`src/smirnov_two_sample_exact_cdf_unit_macros.svh`:
```
// Assertion macros shared by the exact Smirnov distribution unit.
`ifndef SMIRNOV_TWO_SAMPLE_EXACT_CDF_UNIT_MACROS_SVH
`define SMIRNOV_TWO_SAMPLE_EXACT_CDF_UNIT_MACROS_SVH

// The consequent must hold in the same cycle as the antecedent.
`define STSECDF_ASSERT_SAME(label, clk, rst, ante, cons) \
   label: assert property (@(posedge clk) disable iff (rst) (ante) |-> (cons)) \
      else $error("stsecdf assertion failed");

// The consequent must hold in the cycle after the antecedent.
`define STSECDF_ASSERT_NEXT(label, clk, rst, ante, cons) \
   label: assert property (@(posedge clk) disable iff (rst) (ante) |=> (cons)) \
      else $error("stsecdf assertion failed");

`endif

```
`src/stsecdf_pkg.sv`:
```
// Package with field widths, defaults and payload types of the Smirnov distribution unit.
package stsecdf_pkg;

   localparam int DEF_MAX_SAMPLE = 1024;
   localparam int DEF_FRAC_BITS  = 48;

   localparam int COUNT_W = 11;
   localparam int STAT_W  = 21;
   localparam int PROB_W  = 49;

   typedef struct packed {
      logic [COUNT_W-1:0] sample_count_a;
      logic [COUNT_W-1:0] sample_count_b;
      logic [STAT_W-1:0]  statistic_scaled;
   } req_payload_type;

   typedef struct packed {
      logic [PROB_W-1:0] cdf;
      logic [PROB_W-1:0] p_value;
   } rsp_payload_type;

   // Sideband that travels with one lattice cell through the multiplier.
   typedef struct packed {
      logic kill;
      logic first;
      logic last;
   } cell_tag_type;

endpackage

```
`src/stsecdf_frac_div.sv`:
```
// Restoring divider that forms floor(num * 2^FRAC_BITS / den), one quotient bit per cycle.
module stsecdf_frac_div #(
   parameter int NUM_W     = 11,
   parameter int FRAC_BITS = stsecdf_pkg::DEF_FRAC_BITS
) (
   input  logic                 clock,
   input  logic                 reset,
   input  logic                 start,
   input  logic [NUM_W-1:0]     num,
   input  logic [NUM_W:0]       den,
   output logic                 done,
   output logic [FRAC_BITS-1:0] quotient
);

   localparam int REM_W = NUM_W + 2;
   localparam int CNT_W = $clog2(FRAC_BITS);

   logic [REM_W-1:0]     rem_ff, rem_in;
   logic [FRAC_BITS-1:0] q_ff, q_in;
   logic [CNT_W-1:0]     cnt_ff, cnt_in;
   logic                 busy_ff, busy_in;
   logic                 done_ff, done_in;
   logic [REM_W-1:0]     rem_shift;
   logic [REM_W-1:0]     den_ext;

   assign rem_shift = {rem_ff[REM_W-2:0], 1'b0};
   assign den_ext   = REM_W'(den);

   always_comb begin
      rem_in  = rem_ff;
      q_in    = q_ff;
      cnt_in  = cnt_ff;
      busy_in = busy_ff;
      done_in = 1'b0;
      if (start) begin
         rem_in  = REM_W'(num);
         q_in    = '0;
         cnt_in  = '0;
         busy_in = 1'b1;
      end else if (busy_ff) begin
         if (rem_shift >= den_ext) begin
            rem_in = rem_shift - den_ext;
            q_in   = {q_ff[FRAC_BITS-2:0], 1'b1};
         end else begin
            rem_in = rem_shift;
            q_in   = {q_ff[FRAC_BITS-2:0], 1'b0};
         end
         cnt_in = cnt_ff + CNT_W'(1);
         if (cnt_ff == CNT_W'(FRAC_BITS - 1)) begin
            busy_in = 1'b0;
            done_in = 1'b1;
         end
      end
   end

   always_ff @(posedge clock) begin
      rem_ff <= rem_in;
      q_ff   <= q_in;
      if (reset) begin
         cnt_ff  <= '0;
         busy_ff <= 1'b0;
         done_ff <= 1'b0;
      end else begin
         cnt_ff  <= cnt_in;
         busy_ff <= busy_in;
         done_ff <= done_in;
      end
   end

   assign done     = done_ff;
   assign quotient = q_ff;

endmodule

```
`config.mk`:
```
export PLATFORM = sky130hd
export DESIGN_NAME = stsecdf_frac_div
export DESIGN_NICKNAME = d
export VERILOG_FILES = /design/src/smirnov_two_sample_exact_cdf_unit_macros.svh /design/src/stsecdf_pkg.sv /design/src/stsecdf_frac_div.sv
export SDC_FILE = /design/constraint.sdc
export NUM_CORES = 1
export LEC_CHECK = 0
export BUFFER_PORTS_ARGS = -buffer_cell sky130_fd_sc_hd__buf_2
export CAP_MARGIN = 20
export CORE_MARGIN = 1
export CORE_UTILIZATION = 35
export CTS_CLUSTER_DIAMETER = 60
export CTS_CLUSTER_SIZE = 16
export DETAILED_ROUTE_END_ITERATION = 7
export HOLD_SLACK_MARGIN = 0.05
export PLACE_DENSITY_LB_ADDON = 0.25
export SLEW_MARGIN = 25
export SYNTH_ARGS = -nofsm -noshare
export SYNTH_HDL_FRONTEND = slang
export SYNTH_SLANG_ARGS = --single-unit
```
`constraint.sdc`:
```
create_clock -name clock -period 2.62 [get_ports clock]
set_input_delay 0.524 -clock clock [delete_from_list [all_inputs] [get_ports clock]]
set_output_delay 0.524 -clock clock [all_outputs]
set_load 0.01 [all_outputs]
```
==> flow_metrics.env <==
export IMPL_via_per_inst=4.91
export IMPL_yosysTopAreaCell="dfxtp_1"
export IMPL_worst_slack_ps=188
export IMPL_core_um2=9200
export IMPL_seq_area_frac_synth_pct=44.6
export IMPL_skew_ps=3.37
export IMPL_die_y_um=99.0
export IMPL_fmax_mhz=411
export IMPL_tightest_slew_ps=425
export IMPL_whs_endpoint="busy_ff$_SDFF_PP0_"
export IMPL_initial_core_util_pct=35.8
export IMPL_whs_ps=344
export IMPL_synth_top_area_share_pct=34.6
export IMPL_crit_family="compound AO/OA/AOI/OAI gates"
export IMPL_grt_max_degree=43
export IMPL_grt_pass1_vias=2529
export IMPL_antenna_found_initial=0
export IMPL_vias=2673
export IMPL_critPathBufInv=1
export IMPL_period_share_pct=92.8
export IMPL_drtIter0Drc=87
export IMPL_hold_viol=0
export IMPL_rsz0062_at_grt="no"
export IMPL_r2r_cells=8
export IMPL_wl_per_cell_um=13.3
export IMPL_rows=35
export IMPL_reg2reg_to="rem_ff[1]$_DFFE_PP_"
export IMPL_syn_nets=376
export IMPL_setup_viol=0
export IMPL_dieArea_um2=9810
export IMPL_num_antenna_cells=0
export IMPL_peakVddDrop_v=0.000310
export IMPL_period_minus_slack_ps=2430
export IMPL_r2r_start="rem_ff[5]$_DFFE_PP_"
export IMPL_drtAntennaViolNets=0
export IMPL_wl_um=7240
export IMPL_outcome="completed"
export IMPL_async_flop_share_pct=0
export IMPL_postCtsHoldBufs=0
export IMPL_worstSetupPathType="reg2reg"
export IMPL_ios=75
export IMPL_worst_path_max_delay_cell="edfxtp_1"
export IMPL_io_buffers=74
export IMPL_path_clk_slew_ps=70
export IMPL_grt_pass1_wl_um=11800
export IMPL_path_cells="ha_1, a211oi_2, o21ai_0, a311o_2, buf_4, nor2_2, mux2i_1, o21ai_1"
export IMPL_cts_path_max_buffers=2
export IMPL_gp_congestion=0.876
export IMPL_drc=0
export IMPL_clock_sinks=68
export IMPL_dr_pass1_iters=4
export IMPL_dp_final_hpwl_um=5260
export IMPL_htreeDepth=3
export IMPL_cts_made_buffers=9
export IMPL_netlist_instances=336
export IMPL_grt_usage_pct=15.4
export IMPL_hold_path_depth=2
export IMPL_die_w_um=99.0
export IMPL_cts_tree="yes"
export IMPL_placed_cells=528
export IMPL_utilization_pct=45.2
export IMPL_syn_area_per_cell_um2=9.81
export IMPL_layout_nets=468
export IMPL_finalMaxSlewViolations=0
export IMPL_ys_top_cells_by_area="dfxtp_1 35%, mux2i_1 16%, edfxtp_1 10%"
export IMPL_relSlewSlack_pct=71.6
export IMPL_worstPathRequired_ps=2690
export IMPL_final_cell_area_um2=4150
export IMPL_netlist_area_um2=3300
export IMPL_r2r_slack_ps=190
export IMPL_synth_flop_cell="dfxtp_1"
export IMPL_p_per_area_nw_per_um2=692
export IMPL_cts_resized=0
export IMPL_fin_cells=544
export IMPL_cts_root_buffer="clkbuf_8"
export IMPL_static_leakage_power_nw=1.93
export IMPL_max_stage_delay_ps=420
export IMPL_syn2layout_area_growth_pct=26.0
export IMPL_synth_seq_cells=68
export IMPL_pre_cts_slack_ps=-99.3
export IMPL_dpl_instance_area_um2=3890
export IMPL_worst_endpoint_arrival_ps=2510
export IMPL_yosysUniqueCellTypes=50
export IMPL_end_kind="register"
export IMPL_synth_edff_count=11
export IMPL_ys_warn_count=0
export IMPL_critPathLaunchType="register"
export IMPL_postCtsSetupBuffers=0
export IMPL_hp_class="in2reg"
export IMPL_overflow=0
export IMPL_drive_gt1_share_pct=30.7
export IMPL_cp_max_fo=5
export IMPL_cap_viol_max_count=0
export IMPL_clkLatencyLatePin_ps=340
export IMPL_hp_start="reset"
## flip-flops by register name, summed over array words and instances (netlist names)
signal	flops
rem_ff	12
done	1
quotient	48
cnt_ff	6
busy_ff	1
## cell type report
class,count,area (µm²)
Clock buffer,12,176
Clock inverter,4,77.6
Fill cell,924,5040
Inverter,14,52.6
Multi-Input combinational cell,237,1680
Sequential cell,68,1480
Tap cell,111,139
Timing Repair Buffer,98,551
## worst max-delay path by stage
stage / depth (start not counted) / startpoint / slack, ps / endpoint
2_1_floorplan: 9 / den[6] / 120 / rem_ff[3]$_DFFE_PP_
3_3_place_gp: 9 / den[6] / -20 / rem_ff[3]$_DFFE_PP_
3_5_place_dp: 9 / den[6] / -100 / rem_ff[3]$_DFFE_PP_
4_1_cts: 7 / rem_ff[5]$_DFFE_PP_ / 80 / rem_ff[3]$_DFFE_PP_
5_1_grt: 9 / rem_ff[0]$_DFFE_PP_ / 50 / rem_ff[7]$_DFFE_PP_
6_report: 8 / rem_ff[5]$_DFFE_PP_ / 190 / rem_ff[1]$_DFFE_PP_
## placed cells by master, fill, tap and decap left out, drive strengths merged, types with 3 or more instances in the layout
master / count
buf: 98
nor2: 65
dfxtp: 57
mux2i: 53
a21oi: 18
o21ai: 17
inv: 14
ha: 13
clkbuf: 12
edfxtp: 11
nand2: 7
or2: 7
xnor2: 6
nand4: 5
nand3: 4
xor2: 4
a211oi: 4
o21bai: 3
a21o: 3
## metrics by stage
step	total power, mW	TNS, ps
after global placement	1.83	-95.9
final	2.87	0
after detailed placement	1.83	-600
after CTS	2.89	0
after global routing	3.02	0
after floorplan	1.63	0
## cell usage after synthesis, types with 2 or more instances
library cell,n
a211oi_1,4
a21o_2,2
a21oi_1,18
and2_1,2
buf_6,3
clkbuf_1,11
dfxtp_1,57
edfxtp_1,11
ha_1,13
inv_1,14
mux2i_1,53
nand2_1,7
nand3_1,4
nand4_1,4
nor2_1,64
nor3_1,2
o211a_1,2
o21ai_0,16
o21bai_1,3
o31ai_1,2
or2_1,2
or2_2,5
or3_1,2
xnor2_1,6
xor2_1,4
## logic make-up after synthesis
family / after synthesis / share of synthesized area [%]
AOI/OAI and AO/OA: 61 / 12.8
buffers and inverters: 31 / 4.56
adders and majority gates: 14 / 5.54
muxes: 53 / 16.1
xor gates and xnor gates: 10 / 2.66
and+or+nand+nor: 99 / 13.7
DFF: 68 / 44.6
## power by group
group / total, mW / switching [mW] / internal, mW / leakage, nW
clock network: 1.05 / 0.399 / 0.649 / 0.128
registers: 1.16 / 0.0439 / 1.11 / 0.571
logic: 0.667 / 0.345 / 0.322 / 1.24
total: 2.87 / 0.787 / 2.09 / 1.93
## layer usage
layer / routed length [µm] / track usage (%) / vias to the layer above
li1: - / - / 1363
met1: 3560 / 20.3 / 1243
met2: 3170 / 23.7 / 57
met3: 408 / 4.33 / 10
met4: 99 / 6.54 / 0
met5: 0 / 0 / -
(Power assumes the default switching activity.)
